`config.mk`:
```
export PLATFORM = sky130hd
export DESIGN_NAME = stuffed_frame_receiver
export DESIGN_NICKNAME = d
export VERILOG_FILES = /design/src/sv/sfr_pkg.sv /design/src/sv/sfr_front.sv /design/src/sv/sfr_queue.sv /design/src/sv/sfr_back.sv /design/src/sv/stuffed_frame_receiver.sv
export SDC_FILE = /design/constraint.sdc
export NUM_CORES = 1
export LEC_CHECK = 0
export ABC_AREA = 1
export BUFFER_PORTS_ARGS = -buffer_cell sky130_fd_sc_hd__buf_4
export CORE_ASPECT_RATIO = 0.8
export CORE_MARGIN = 8
export CORE_UTILIZATION = 60
export CTS_BUF_LIST = sky130_fd_sc_hd__clkbuf_2
export CTS_CLUSTER_DIAMETER = 30
export DETAILED_ROUTE_END_ITERATION = 16
export PLACE_DENSITY = 0.8
export SKIP_CTS_REPAIR_TIMING = 1
export SLEW_MARGIN = 15
export SYNTH_ARGS = -nofsm -noshare
export SYNTH_HDL_FRONTEND = slang
export SYNTH_SLANG_ARGS = --single-unit
```
`constraint.sdc`:
```
create_clock -name clk -period 14.2 [get_ports clk]
set_input_delay 2.13 -clock clk [delete_from_list [all_inputs] [get_ports clk]]
set_output_delay 2.13 -clock clk [all_outputs]
set_load 0.03 [all_outputs]
```
`src/sv/sfr_pkg.sv`:
```
// Shared types, codes and constants for the stuffed frame receiver.
package sfr_pkg;

  localparam int unsigned MAX_FRAME_BYTES_DEF = 512;
  localparam int unsigned QUEUE_DEPTH         = 2;
  localparam int unsigned BYTE_W              = 8;
  localparam int unsigned INDEX_W             = 9;
  localparam int unsigned STATUS_W            = 2;
  localparam int unsigned CFG_INDEX_W         = 2;

  localparam logic [BYTE_W-1:0] FLAG_RESET   = 8'd126;
  localparam logic [BYTE_W-1:0] ESCAPE_RESET = 8'd125;
  localparam logic [BYTE_W-1:0] MASK_RESET   = 8'd32;
  localparam logic [BYTE_W:0]   MOD_SUM      = 9'd255;

  typedef enum logic [CFG_INDEX_W-1:0] {
    CFG_FLAG   = 2'd0,
    CFG_ESCAPE = 2'd1,
    CFG_MASK   = 2'd2
  } cfg_reg_t;

  typedef enum logic [STATUS_W-1:0] {
    ST_NORMAL     = 2'd0,
    ST_FLAG       = 2'd1,
    ST_NO_STORAGE = 2'd2,
    ST_CORRUPT    = 2'd3
  } status_t;

  typedef struct packed {
    logic [BYTE_W-1:0] delim_byte;
    logic [BYTE_W-1:0] escape_byte;
    logic [BYTE_W-1:0] xor_mask;
  } cfg_t;

  typedef struct packed {
    logic [BYTE_W-1:0] rx_byte;
    logic              is_flag;
    logic              is_escape;
  } item_t;

  // mod-255 add of two values each below 256; result below 255 when at least one value is below 255
  function automatic logic [BYTE_W-1:0] add_mod255(input logic [BYTE_W-1:0] a,
                                                    input logic [BYTE_W-1:0] b);
    logic [BYTE_W:0] s;
    s = {1'b0, a} + {1'b0, b};
    if (s >= MOD_SUM) s = s - MOD_SUM;
    return s[BYTE_W-1:0];
  endfunction

endpackage

```
`src/sv/sfr_front.sv`:
```
// Front end: takes input beats and tags flag and escape bytes.
module sfr_front (
  input  logic                         in_valid,
  output logic                         in_stall,
  input  logic [sfr_pkg::BYTE_W-1:0]   in_rx_byte,
  input  sfr_pkg::cfg_t                cfg,
  input  logic                         q_full,
  output logic                         q_push,
  output sfr_pkg::item_t               q_item
);

  assign in_stall          = q_full;
  assign q_push            = in_valid && !q_full;
  assign q_item.rx_byte    = in_rx_byte;
  assign q_item.is_flag    = (in_rx_byte == cfg.delim_byte);
  assign q_item.is_escape  = (in_rx_byte == cfg.escape_byte);

endmodule

```
`src/sv/sfr_queue.sv`:
```
// Short queue between the front end and the frame engine.
module sfr_queue #(
  parameter int unsigned DEPTH = sfr_pkg::QUEUE_DEPTH
) (
  input  logic           clk,
  input  logic           rst_n,
  input  logic           push,
  input  sfr_pkg::item_t push_item,
  output logic           full,
  input  logic           pop,
  output logic           pop_valid,
  output sfr_pkg::item_t pop_item
);

  localparam int unsigned PW = (DEPTH > 1) ? $clog2(DEPTH) : 1;
  localparam int unsigned CW = $clog2(DEPTH + 1);

  sfr_pkg::item_t entry_r [DEPTH];
  logic [PW-1:0]  wr_ptr_r, wr_ptr_nxt;
  logic [PW-1:0]  rd_ptr_r, rd_ptr_nxt;
  logic [CW-1:0]  count_r, count_nxt;
  logic           do_push, do_pop;

  assign full      = (count_r == CW'(DEPTH));
  assign pop_valid = (count_r != '0);
  assign pop_item  = entry_r[rd_ptr_r];
  assign do_push   = push && !full;
  assign do_pop    = pop && pop_valid;

  always_comb begin
    wr_ptr_nxt = wr_ptr_r;
    rd_ptr_nxt = rd_ptr_r;
    count_nxt  = count_r;
    if (do_push) begin
      wr_ptr_nxt = (wr_ptr_r == PW'(DEPTH - 1)) ? '0 : wr_ptr_r + 1'b1;
    end
    if (do_pop) begin
      rd_ptr_nxt = (rd_ptr_r == PW'(DEPTH - 1)) ? '0 : rd_ptr_r + 1'b1;
    end
    if (do_push && !do_pop) begin
      count_nxt = count_r + 1'b1;
    end else if (do_pop && !do_push) begin
      count_nxt = count_r - 1'b1;
    end
  end

  always_ff @(posedge clk) begin
    if (!rst_n) begin
      wr_ptr_r <= '0;
      rd_ptr_r <= '0;
      count_r  <= '0;
    end else begin
      wr_ptr_r <= wr_ptr_nxt;
      rd_ptr_r <= rd_ptr_nxt;
      count_r  <= count_nxt;
    end
  end

  always_ff @(posedge clk) begin
    if (do_push) begin
      entry_r[wr_ptr_r] <= push_item;
    end
  end

endmodule

```
`src/sv/sfr_back.sv`:
```
// Frame engine: un-stuffing, byte positions, running sums and frame check.
module sfr_back #(
  parameter int unsigned MAX_FRAME_BYTES = sfr_pkg::MAX_FRAME_BYTES_DEF
) (
  input  logic                          clk,
  input  logic                          rst_n,
  input  sfr_pkg::cfg_t                 cfg,
  input  logic                          q_valid,
  input  sfr_pkg::item_t                q_item,
  output logic                          q_pop,
  output logic                          out_valid,
  input  logic                          out_stall,
  output logic [sfr_pkg::STATUS_W-1:0]  out_status,
  output logic                          out_stored_valid,
  output logic [sfr_pkg::BYTE_W-1:0]    out_stored_byte,
  output logic [sfr_pkg::INDEX_W-1:0]   out_stored_index,
  output logic                          out_frame_done,
  output logic                          out_frame_good
);

  localparam int unsigned CNT_W = $clog2(MAX_FRAME_BYTES + 1);
  localparam int unsigned KW    = (CNT_W > sfr_pkg::INDEX_W) ? CNT_W : sfr_pkg::INDEX_W;

  logic [CNT_W-1:0]              cnt_r, cnt_nxt;
  logic                          esc_r, esc_nxt;
  logic [sfr_pkg::BYTE_W-1:0]    len_r, len_nxt;
  logic [sfr_pkg::BYTE_W-1:0]    sum1_r, sum1_nxt;
  logic [sfr_pkg::BYTE_W-1:0]    sum2_r, sum2_nxt;
  logic                          pass_r, pass_nxt;

  logic                          ov_r;
  sfr_pkg::status_t              st_r, st_c;
  logic                          sv_r, sv_c;
  logic [sfr_pkg::BYTE_W-1:0]    sb_r, sb_c;
  logic [sfr_pkg::INDEX_W-1:0]   si_r, si_c;
  logic                          fd_r, fd_c;
  logic                          fg_r, fg_c;

  logic [KW-1:0]                 idx_k, len_k;
  logic [sfr_pkg::BYTE_W-1:0]    len_eff;

  assign q_pop = q_valid && (!ov_r || !out_stall);

  always_comb begin
    cnt_nxt  = cnt_r;
    esc_nxt  = esc_r;
    len_nxt  = len_r;
    sum1_nxt = sum1_r;
    sum2_nxt = sum2_r;
    pass_nxt = pass_r;
    st_c     = sfr_pkg::ST_NORMAL;
    sv_c     = 1'b0;
    sb_c     = '0;
    si_c     = '0;
    fd_c     = 1'b0;
    fg_c     = 1'b0;
    idx_k    = KW'(cnt_r);
    len_eff  = len_r;
    len_k    = '0;

    if (cnt_r >= CNT_W'(MAX_FRAME_BYTES)) begin
      st_c = sfr_pkg::ST_NO_STORAGE;
    end else if (q_item.is_flag) begin
      st_c = sfr_pkg::ST_FLAG;
      sv_c = 1'b1;
      sb_c = q_item.rx_byte;
    end else if (cnt_r < CNT_W'(2)) begin
      st_c = sfr_pkg::ST_CORRUPT;
    end else if (q_item.is_escape) begin
      esc_nxt = 1'b1;
    end else if (esc_r) begin
      sv_c    = 1'b1;
      sb_c    = q_item.rx_byte ^ cfg.xor_mask;
      esc_nxt = 1'b0;
    end else begin
      sv_c = 1'b1;
      sb_c = q_item.rx_byte;
    end

    if (sv_c) begin
      si_c    = idx_k[sfr_pkg::INDEX_W-1:0];
      cnt_nxt = cnt_r + 1'b1;
      if (idx_k == KW'(3)) len_eff = sb_c;
      len_nxt = len_eff;
      len_k   = KW'(len_eff);
      if (idx_k < len_k + KW'(4)) begin
        sum1_nxt = sfr_pkg::add_mod255(sum1_r, sb_c);
        sum2_nxt = sfr_pkg::add_mod255(sum2_r, sum1_nxt);
      end else if (idx_k == len_k + KW'(4)) begin
        if (sb_c != sum1_r) pass_nxt = 1'b0;
      end else if (idx_k == len_k + KW'(5)) begin
        if (sb_c != sum2_r) pass_nxt = 1'b0;
      end else if (idx_k == len_k + KW'(6)) begin
        if (sb_c != cfg.delim_byte) pass_nxt = 1'b0;
      end else if (idx_k == len_k + KW'(7)) begin
        fd_c     = 1'b1;
        fg_c     = pass_r && (sb_c == cfg.delim_byte);
        cnt_nxt  = '0;
        esc_nxt  = 1'b0;
        len_nxt  = '0;
        sum1_nxt = '0;
        sum2_nxt = '0;
        pass_nxt = 1'b1;
      end
    end
  end

  always_ff @(posedge clk) begin
    if (!rst_n) begin
      cnt_r  <= '0;
      esc_r  <= 1'b0;
      len_r  <= '0;
      sum1_r <= '0;
      sum2_r <= '0;
      pass_r <= 1'b1;
      ov_r   <= 1'b0;
    end else begin
      if (q_pop) begin
        cnt_r  <= cnt_nxt;
        esc_r  <= esc_nxt;
        len_r  <= len_nxt;
        sum1_r <= sum1_nxt;
        sum2_r <= sum2_nxt;
        pass_r <= pass_nxt;
        ov_r   <= 1'b1;
      end else if (!out_stall) begin
        ov_r   <= 1'b0;
      end
    end
  end

  always_ff @(posedge clk) begin
    if (q_pop) begin
      st_r <= st_c;
      sv_r <= sv_c;
      sb_r <= sb_c;
      si_r <= si_c;
      fd_r <= fd_c;
      fg_r <= fg_c;
    end
  end

  assign out_valid        = ov_r;
  assign out_status       = st_r;
  assign out_stored_valid = sv_r;
  assign out_stored_byte  = sb_r;
  assign out_stored_index = si_r;
  assign out_frame_done   = fd_r;
  assign out_frame_good   = fg_r;

  a_done_stored: assert property (@(posedge clk) disable iff (!rst_n)
    ov_r && fd_r |-> sv_r)
    else $error("frame end without a stored byte");

  a_good_done: assert property (@(posedge clk) disable iff (!rst_n)
    ov_r && fg_r |-> fd_r)
    else $error("frame_good outside frame end");

  a_restart: assert property (@(posedge clk) disable iff (!rst_n)
    q_pop && fd_c |=> (cnt_r == '0) && pass_r && !esc_r)
    else $error("state not restarted after frame end");

  a_cnt_max: assert property (@(posedge clk) disable iff (!rst_n)
    cnt_r <= CNT_W'(MAX_FRAME_BYTES))
    else $error("byte count past frame limit");

  a_sum_range: assert property (@(posedge clk) disable iff (!rst_n)
    (sum1_r < 8'd255) && (sum2_r < 8'd255))
    else $error("running sum out of mod-255 range");

endmodule

```
`src/sv/stuffed_frame_receiver.sv`:
```
// Top level of the stuffed frame receiver: config registers, front end, queue, frame engine.
//
//  channel | ports                                        | handshake
//  --------+----------------------------------------------+--------------
//  input   | in_rx_byte                                   | in_valid/in_stall
//  result  | out_status, out_stored_*, out_frame_done/good | out_valid/out_stall
//  config  | cfg_index, cfg_data                          | cfg_valid/cfg_ready
//
//  One beat per cycle sustained while out_stall is low; a result passes through the queue
//  entry register, then the frame engine's output register.
//  The queue holds two beats; in_stall rises only while it is full.
//  out_stall holds the output register and, once the queue fills, the input.
//  Synchronous active-low reset; config writes are always ready.
module stuffed_frame_receiver #(
  parameter int unsigned MAX_FRAME_BYTES = sfr_pkg::MAX_FRAME_BYTES_DEF
) (
  input  logic                            clk,
  input  logic                            rst_n,
  input  logic                            in_valid,
  output logic                            in_stall,
  input  logic [sfr_pkg::BYTE_W-1:0]      in_rx_byte,
  output logic                            out_valid,
  input  logic                            out_stall,
  output logic [sfr_pkg::STATUS_W-1:0]    out_status,
  output logic                            out_stored_valid,
  output logic [sfr_pkg::BYTE_W-1:0]      out_stored_byte,
  output logic [sfr_pkg::INDEX_W-1:0]     out_stored_index,
  output logic                            out_frame_done,
  output logic                            out_frame_good,
  input  logic                            cfg_valid,
  output logic                            cfg_ready,
  input  logic [sfr_pkg::CFG_INDEX_W-1:0] cfg_index,
  input  logic [sfr_pkg::BYTE_W-1:0]      cfg_data
);

  sfr_pkg::cfg_t  cfg_r;
  logic           q_full, q_push, q_pop, q_valid;
  sfr_pkg::item_t push_item, pop_item;

  assign cfg_ready = 1'b1;

  always_ff @(posedge clk) begin
    if (!rst_n) begin
      cfg_r.delim_byte  <= sfr_pkg::FLAG_RESET;
      cfg_r.escape_byte <= sfr_pkg::ESCAPE_RESET;
      cfg_r.xor_mask    <= sfr_pkg::MASK_RESET;
    end else if (cfg_valid && cfg_ready) begin
      unique case (cfg_index)
        sfr_pkg::CFG_FLAG:   cfg_r.delim_byte  <= cfg_data;
        sfr_pkg::CFG_ESCAPE: cfg_r.escape_byte <= cfg_data;
        sfr_pkg::CFG_MASK:   cfg_r.xor_mask    <= cfg_data;
        default: ;
      endcase
    end
  end

  sfr_front u_front (
    .in_valid   (in_valid),
    .in_stall   (in_stall),
    .in_rx_byte (in_rx_byte),
    .cfg        (cfg_r),
    .q_full     (q_full),
    .q_push     (q_push),
    .q_item     (push_item)
  );

  sfr_queue #(
    .DEPTH (sfr_pkg::QUEUE_DEPTH)
  ) u_queue (
    .clk       (clk),
    .rst_n     (rst_n),
    .push      (q_push),
    .push_item (push_item),
    .full      (q_full),
    .pop       (q_pop),
    .pop_valid (q_valid),
    .pop_item  (pop_item)
  );

  sfr_back #(
    .MAX_FRAME_BYTES (MAX_FRAME_BYTES)
  ) u_back (
    .clk              (clk),
    .rst_n            (rst_n),
    .cfg              (cfg_r),
    .q_valid          (q_valid),
    .q_item           (pop_item),
    .q_pop            (q_pop),
    .out_valid        (out_valid),
    .out_stall        (out_stall),
    .out_status       (out_status),
    .out_stored_valid (out_stored_valid),
    .out_stored_byte  (out_stored_byte),
    .out_stored_index (out_stored_index),
    .out_frame_done   (out_frame_done),
    .out_frame_good   (out_frame_good)
  );

endmodule
```
# Yosys cells after proc, flatten, opt, wreduce, memory -nomap -nowiden
# Memory sizes are Yosys's and may differ from the RTL's. A register that Yosys moved wholly into a read port is not among the register bits.
# Cells that the tools add are included.
dict set report classes {
  addsub 13
  mux 61
  eq_ne 21
  n_reduce_logical 26
  n_lt_le_gt_ge 5
  n_bitwise 4
}
# cell n
set op_table {}
lappend op_table {{8-bit 2-to-1 mux} 22}
lappend op_table {{10-bit 2-to-1 mux} 5}
lappend op_table {{10-bit equality test} 4}
lappend op_table {{8-bit by 3-bit adder with 9-bit output, second input constant} 4}
lappend op_table {{1-bit 2-to-1 mux} 30}
lappend op_table {{8-bit equality test} 3}
lappend op_table {{8-bit inequality test} 3}
lappend op_table {{8-bit by 8-bit adder with 9-bit output} 2}
lappend op_table {{9-bit by 8-bit greater-or-equal comparator with 1-bit output, second input constant} 2}
lappend op_table {{8-bit subtractor, second input constant} 2}
lappend op_table {{10-bit by 1-bit adder with 10-bit output, second input constant} 1}
lappend op_table {{10-bit by 2-bit equality test with 1-bit output, second input constant} 1}
lappend op_table {{10-bit greater-or-equal comparator, second input constant} 1}
lappend op_table {{10-bit < comparator} 1}
lappend op_table {{10-bit by 2-bit < comparator with 1-bit output, second input constant} 1}
lappend op_table {{2-bit 2-to-1 mux} 4}
lappend op_table {{2-bit by 1-bit inequality test with 1-bit output, second input constant} 4}
lappend op_table {{2-bit AND reduction} 4}
lappend op_table {{8-bit bitwise XOR} 1}
lappend op_table {{1-bit logical AND} 7}
lappend op_table {{7-bit AND reduction} 1}
lappend op_table {{6-bit AND reduction} 1}
lappend op_table {{2-bit nonzero test} 3}
lappend op_table {{6-bit OR reduction} 1}
lappend op_table {{other kinds (14)} 22}
dict set report totals {
  word_cells 150
  n_memories 1
  ff_bits 87
  ram_bits 20
  in_bits 23
  out_inout_bits 25
}
# name words word_bits read_ports rd_ports_with_merged_regs wr line
set mem_list {}
lappend mem_list {u_queue.entry_r 2 10 1 1 1 sfr_queue.sv:18} ;# sfr_pkg::item_t entry_r [DEPTH];

# Longest topological paths before layout
dict set report logic_depth {
  word_depth 16
  mapped_depth 43
  ltp_nobuf 41
}

# Modules after synthesis
# Synthesis repeated with hierarchy kept, for this count alone.
dict set report hier_totals {
  hier_cells 1069
  hier_area_um2 7631.1
}
# mod n_inst cells_each area_each_um2
set modules_own_cells {}
lappend modules_own_cells {sfr_back 1 771 5247.5}
lappend modules_own_cells {stuffed_frame_receiver 1 133 1018.5}
lappend modules_own_cells {sfr_queue 1 68 967.2}
lappend modules_own_cells {sfr_front 1 97 397.9}

# Worst setup path after synthesis
# Ideal clock, no wire load.
dict set report synth_timing {
  kind {register to register}
  startpoint {reg u_back.cnt_r[2]}
  endpoint {reg u_back.sum2_r[1] (netlist bit)}
  required_ns 14.136
  period_less_slack_ns 5.493
  path_stages_with_launch 39
  t_arrival_ns 5.429
  path_buffers 1
  slack_ns 8.707
  cell_sequence {dfxtp_1 > buf_4 > nor2_1 > nand2_1 > nor2_1 > nand2_1 > nand2_1 > nand2_2 > nand3_1 > inv_1 > ha_1 > fa_1 > a21oi_1 > o21bai_1 > a21oi_1 > o21ai_0 > xor2_1 > inv_1 > [3 not listed] > nand3_1 > or2_2 > and2_1 > ha_1 > inv_1 > fa_1 > o21ai_0 > a21oi_1 > o21bai_1 > xor2_1 > nor3_1 > o21ai_0 > nand2_1 > inv_1 > nor2_1 > nor3_1 > nor2_2 > nor2_1}
}
dict set report synth_via {
  elab_chain_len 13
  word_cells_on_any_way 36
  classes_between {8 x add/sub; 5 x order compare; 8 x eq/ne; 13 x mux; 2 x reduce/logical}
}
# item line
set synth_lines {}
lappend synth_lines {{start, declared} sfr_back.sv:24} ;# logic [CNT_W-1:0] cnt_r, cnt_nxt;
lappend synth_lines {{start signal, assigned} sfr_back.sv:119} ;# cnt_r <= cnt_nxt;
lappend synth_lines {{10-bit by 2-bit < comparator with 1-bit output} sfr_back.sv:67} ;# end else if (cnt_r < CNT_W'(2)) begin
lappend synth_lines {{8-bit 2-to-1 mux} sfr_back.sv:67}
lappend synth_lines {{8-bit 2-to-1 mux} sfr_back.sv:63} ;# end else if (q_item.is_flag) begin
lappend synth_lines {{8-bit 2-to-1 mux *} sfr_back.sv:61} ;# if (cnt_r >= CNT_W'(MAX_FRAME_BYTES)) begin
lappend synth_lines {{via u_back.sb_c (one bit)} sfr_back.sv:34} ;# logic [sfr_pkg::BYTE_W-1:0] sb_r, sb_c;
lappend synth_lines {{8-bit by 8-bit adder with 9-bit output} sfr_pkg.sv:45} ;# s = {1'b0, a} + {1'b0, b};
lappend synth_lines {{8-bit subtractor or 9-bit by 8-bit greater-or-equal comparator with 1-bit output (tied branches)} sfr_pkg.sv:46} ;# if (s >= MOD_SUM) s = s - MOD_SUM;
lappend synth_lines {{8-bit 2-to-1 mux} sfr_pkg.sv:46}
lappend synth_lines {{8-bit 2-to-1 mux} sfr_back.sv:86} ;# if (idx_k < len_k + KW'(4)) begin
lappend synth_lines {{8-bit 2-to-1 mux} sfr_back.sv:80} ;# if (sv_c) begin
lappend synth_lines {{8-bit by 8-bit adder with 9-bit output} sfr_pkg.sv:45}
lappend synth_lines {{8-bit subtractor or 9-bit by 8-bit greater-or-equal comparator with 1-bit output (tied branches)} sfr_pkg.sv:46}
lappend synth_lines {{8-bit 2-to-1 mux} sfr_pkg.sv:46}
lappend synth_lines {{8-bit 2-to-1 mux} sfr_back.sv:86}
lappend synth_lines {{end signal, assigned} sfr_back.sv:123} ;# sum2_r <= sum2_nxt;
lappend synth_lines {{end, declared} sfr_back.sv:28} ;# logic [sfr_pkg::BYTE_W-1:0] sum2_r, sum2_nxt;
# The timed path passes the listed nets; every way through them passes the cells marked *. The select of a mux whose other input is x is not followed.
# A chain may end at the register's enable or synchronous reset.

==> flow_summary.yaml <==
worst_setup_path:
  setup.worst_path.start_class: "flop"
  r2r.worst_path.cells: 33
  cp.arrival_ps: 7650
  cpPeakStageDelay_ps: 660
  critPathRequiredTime_ps: 14780
  critPathCaptureType: "flop"
  critPathKind: "reg2reg"
  r2r-end: "u_back.sum2_r[2]"
  worstSetupEndpoint: "u_back.sum2_r[2]"
  cp_slowest_cell: "dfxtp_1"
  reg2reg_slack_ps: 7130
  path_max_fanout: 16
detailed_routing:
  vias: 6722
  drt_first_pass_iters: 5
  wl_mm: 18.2
  avgRoutedWirePerCell_microns: 15.2
  first_iter_violations: 673
  vias_per_cell: 5.60
  drc_errors: 0
  antenna_left: 0
clock_network:
  cts_max_level: 3
  cts_root_buffer: "clkbuf_2"
  clkLatencyLatePin_ps: 640
  clk_path_buf_depth: 2
  cts_buffers: 9
  clock_sinks: 108
  clk_pin_slew_worst_paths_ps: 320
  cts_tree: "built"
job:
  max-cap-violations: 0
floorplan:
  dieArea_sq_um: 15900
  die_x_microns: 139
  rows: 36
  die_h_microns: 114
  ios: 48
  coreArea_sq_um: 12000
  start_util: 0.604
pwr:
  p_leak_uw: 0.00366
  ir_drop_mv: 0.138
  pwr-share-seq: 0.330
  pwr-share-comb: 0.557
  p_int_uw: 692
  p_switching_uw: 680
  power.density_nw_per_um2: 176
  p_clk_frac: 0.113
  switching_share: 0.495
layout:
  n_antenna_cell: 0
  drive_above_1_share: 0.0964
  area_growth_pct: 7.74
  final_nets: 1106
synthesis:
  syn_avg_cell_area_sq_um: 7.20
  ys_seq_elements: 108
  ys_types: 43
  synth-main-ff-cell: "dfxtp_1"
  ys_seq_area_frac: 0.357
  yosysWarningCount: 0
  synthArstFlopShare: 0
  syn_inst: 1006
  syn-cell-area_sq_um: 7240
  synth_edf_count: 42
  synth_nets: 1069
grt:
  grt_max_degree: 33
  grt_pass1_vias: 6087
  grt_pass1_wl_mm: 30.2
  grt_use_total: 0.233
  overflow: 0
  antenna_found_initial: 0
placement:
  routabilityCongestion: 0.973
  dp_hpwl_mm: 14.1
  portBuffers: 46
worst_hold_path:
  hp-class: "reg2reg"
timing:
  tns_ps: 0
  setup_viol: 0
  fmax_mhz: 141
  rsz0062_at_grt: "no"
  clock_skew_ps: 36.9
  slew_violations: 0
  final.hold.worst_slack_ps: 476
  post-route-min-period_ps: 7070
  slew_headroom: 0.208
  hold_viol: 0
  worst_slew_pin_slew_ps: 1180
  min_period_over_period: 0.498
status:
  outcome: "completed"
[how the worst min path moves through the flow]
stage / cells past startpoint / endpoint / slack (ps) / from
3_3_place_gp: 1 / u_queue.rd_ptr_r / 440 / u_queue.rd_ptr_r
3_5_place_dp: 1 / flop / 440 / u_queue.rd_ptr_r
4_1_cts: 1 / u_queue.rd_ptr_r / 470 / u_queue.rd_ptr_r
6_report: 1 / u_queue.rd_ptr_r / 480 / u_queue.rd_ptr_r
2_1_floorplan: 2 / u_back.pass_r / 420 / u_back.pass_r
5_1_grt: 2 / u_back.len_r[1] / 500 / u_back.len_r[1]
[placed cells by master (no fill, tap or decap), types with 37 or more instances in the layout]
| cell type | Yosys | routed |
|---|---|---|
| edfxtp_1 | 42 | 42 |
| o21ai_0 | 37 | 37 |
| a21oi_1 | 74 | 74 |
| ha_1 | 38 | 38 |
| inv_1 | 124 | 124 |
| dfxtp_1 | 66 | 66 |
| nand2_1 | 268 | 268 |
| nand3_1 | 95 | 95 |
| buf_4 | 6 | 50 |
| nor2_1 | 78 | 78 |
[per-layer routing]
layer	GRT usage	part of all wire	vias to the layer above
li1	-	-	3354
met1	0.311	0.46	3059
met2	0.372	0.44	269
met3	0.0454	0.078	40
met4	0.0802	0.026	0
met5	0	0	-
[state kept, by name, indices dropped and copies added, names as in the netlist, 2 cells and up, named ones only]
| register | cells |
|---|---|
| cfg_r | 24 |
| u_queue.entry_r | 20 |
| u_back.cnt_r | 10 |
| u_back.out_stored_index | 9 |
| u_back.len_r | 8 |
| u_back.out_stored_byte | 8 |
| u_back.sum1_r | 8 |
| u_back.sum2_r | 8 |
| u_back.out_status | 2 |
| u_queue.count_r | 2 |
[power by group through the flow]
stage               combinational [uW]  clock [uW]  sequential (uW)
CTS                                757         156              452
global route                       858         170              460
detailed placement                 753           0              459
floorplan                          505           0              510
global placement                   741           0              458
finish                             765         154              453
[area by class of cell]
| type | instances | area (sq um) |
|---|---|---|
| inverter | 126 | 473 |
| fill | 1055 | 4180 |
| clock inverter | 7 | 83.8 |
| tap | 152 | 190 |
| multi-input combinational | 748 | 4050 |
| timing repair buffer | 50 | 375 |
| sequential | 108 | 2580 |
| clock buffer | 9 | 45.0 |
[worst max-delay path, delay by kind of cell, from the launching register on]
family,cells,cell delay [ps]
AOI/OAI and AO/OA,6,1060
DFF,1,660
adders and majority gates,3,900
xor gates and xnor gates,1,240
buffers and inverters,6,760
and+or+nand+nor,17,3390
[through the flow]
stage | cell area, sq um | utilization | std cells | power (uW) | setup slack (ps)
global placement | 7670 | 0.640 | 1184 | 1200 | 7590
detailed placement | 7670 | 0.640 | 1184 | 1210 | 7320
finish | 7800 | 0.651 | 1200 | 1370 | 7130
CTS | 7800 | 0.651 | 1200 | 1370 | 7230
floorplan | 7240 | - | 1006 | 1020 | 8710
global route | 7800 | 0.651 | 1200 | 1490 | 6210
[synth_stat cells, types with 2 or more instances]
master	count	share of area
nor4_1	4	0.0035
nor2_1	78	0.040
buf_6	2	0.0031
xnor2_1	27	0.033
o211ai_1	5	0.0052
buf_4	6	0.0062
o21ai_0	37	0.026
nor2_4	3	0.0047
o22ai_1	3	0.0026
ha_1	38	0.066
a21oi_1	74	0.051
and2_1	2	0.0017
a21o_1	3	0.0031
nand2_1	268	0.14
inv_1	124	0.064
fa_1	2	0.0055
or2_2	8	0.0069
nand4_1	16	0.014
clkbuf_1	11	0.0057
nand3_2	4	0.0055
edfxtp_1	42	0.17
buf_2	4	0.0028
xor2_1	32	0.039
o2bb2ai_1	4	0.0048
nand3_1	95	0.066
nor3_1	13	0.0090
o21bai_1	6	0.0062
nor2_2	4	0.0035
nand3b_1	2	0.0021
nand2_2	11	0.0095
dfxtp_1	66	0.18
[kinds of logic (layout without fill, tap and decap cells)]
| group | count (synthesis) | after routing | synth area share |
|---|---|---|---|
| buffers and inverters | 150 | 192 | 0.0838 |
| AOI/OAI and AO/OA | 136 | 136 | 0.103 |
| adders and majority gates | 40 | 40 | 0.0712 |
| xor gates and xnor gates | 59 | 59 | 0.0714 |
| DFF | 108 | 108 | 0.357 |
| and+or+nand+nor | 512 | 512 | 0.313 |
| other | 1 | 1 | 0.000518 |
Note: power is estimated with default switching activity, not from simulation.
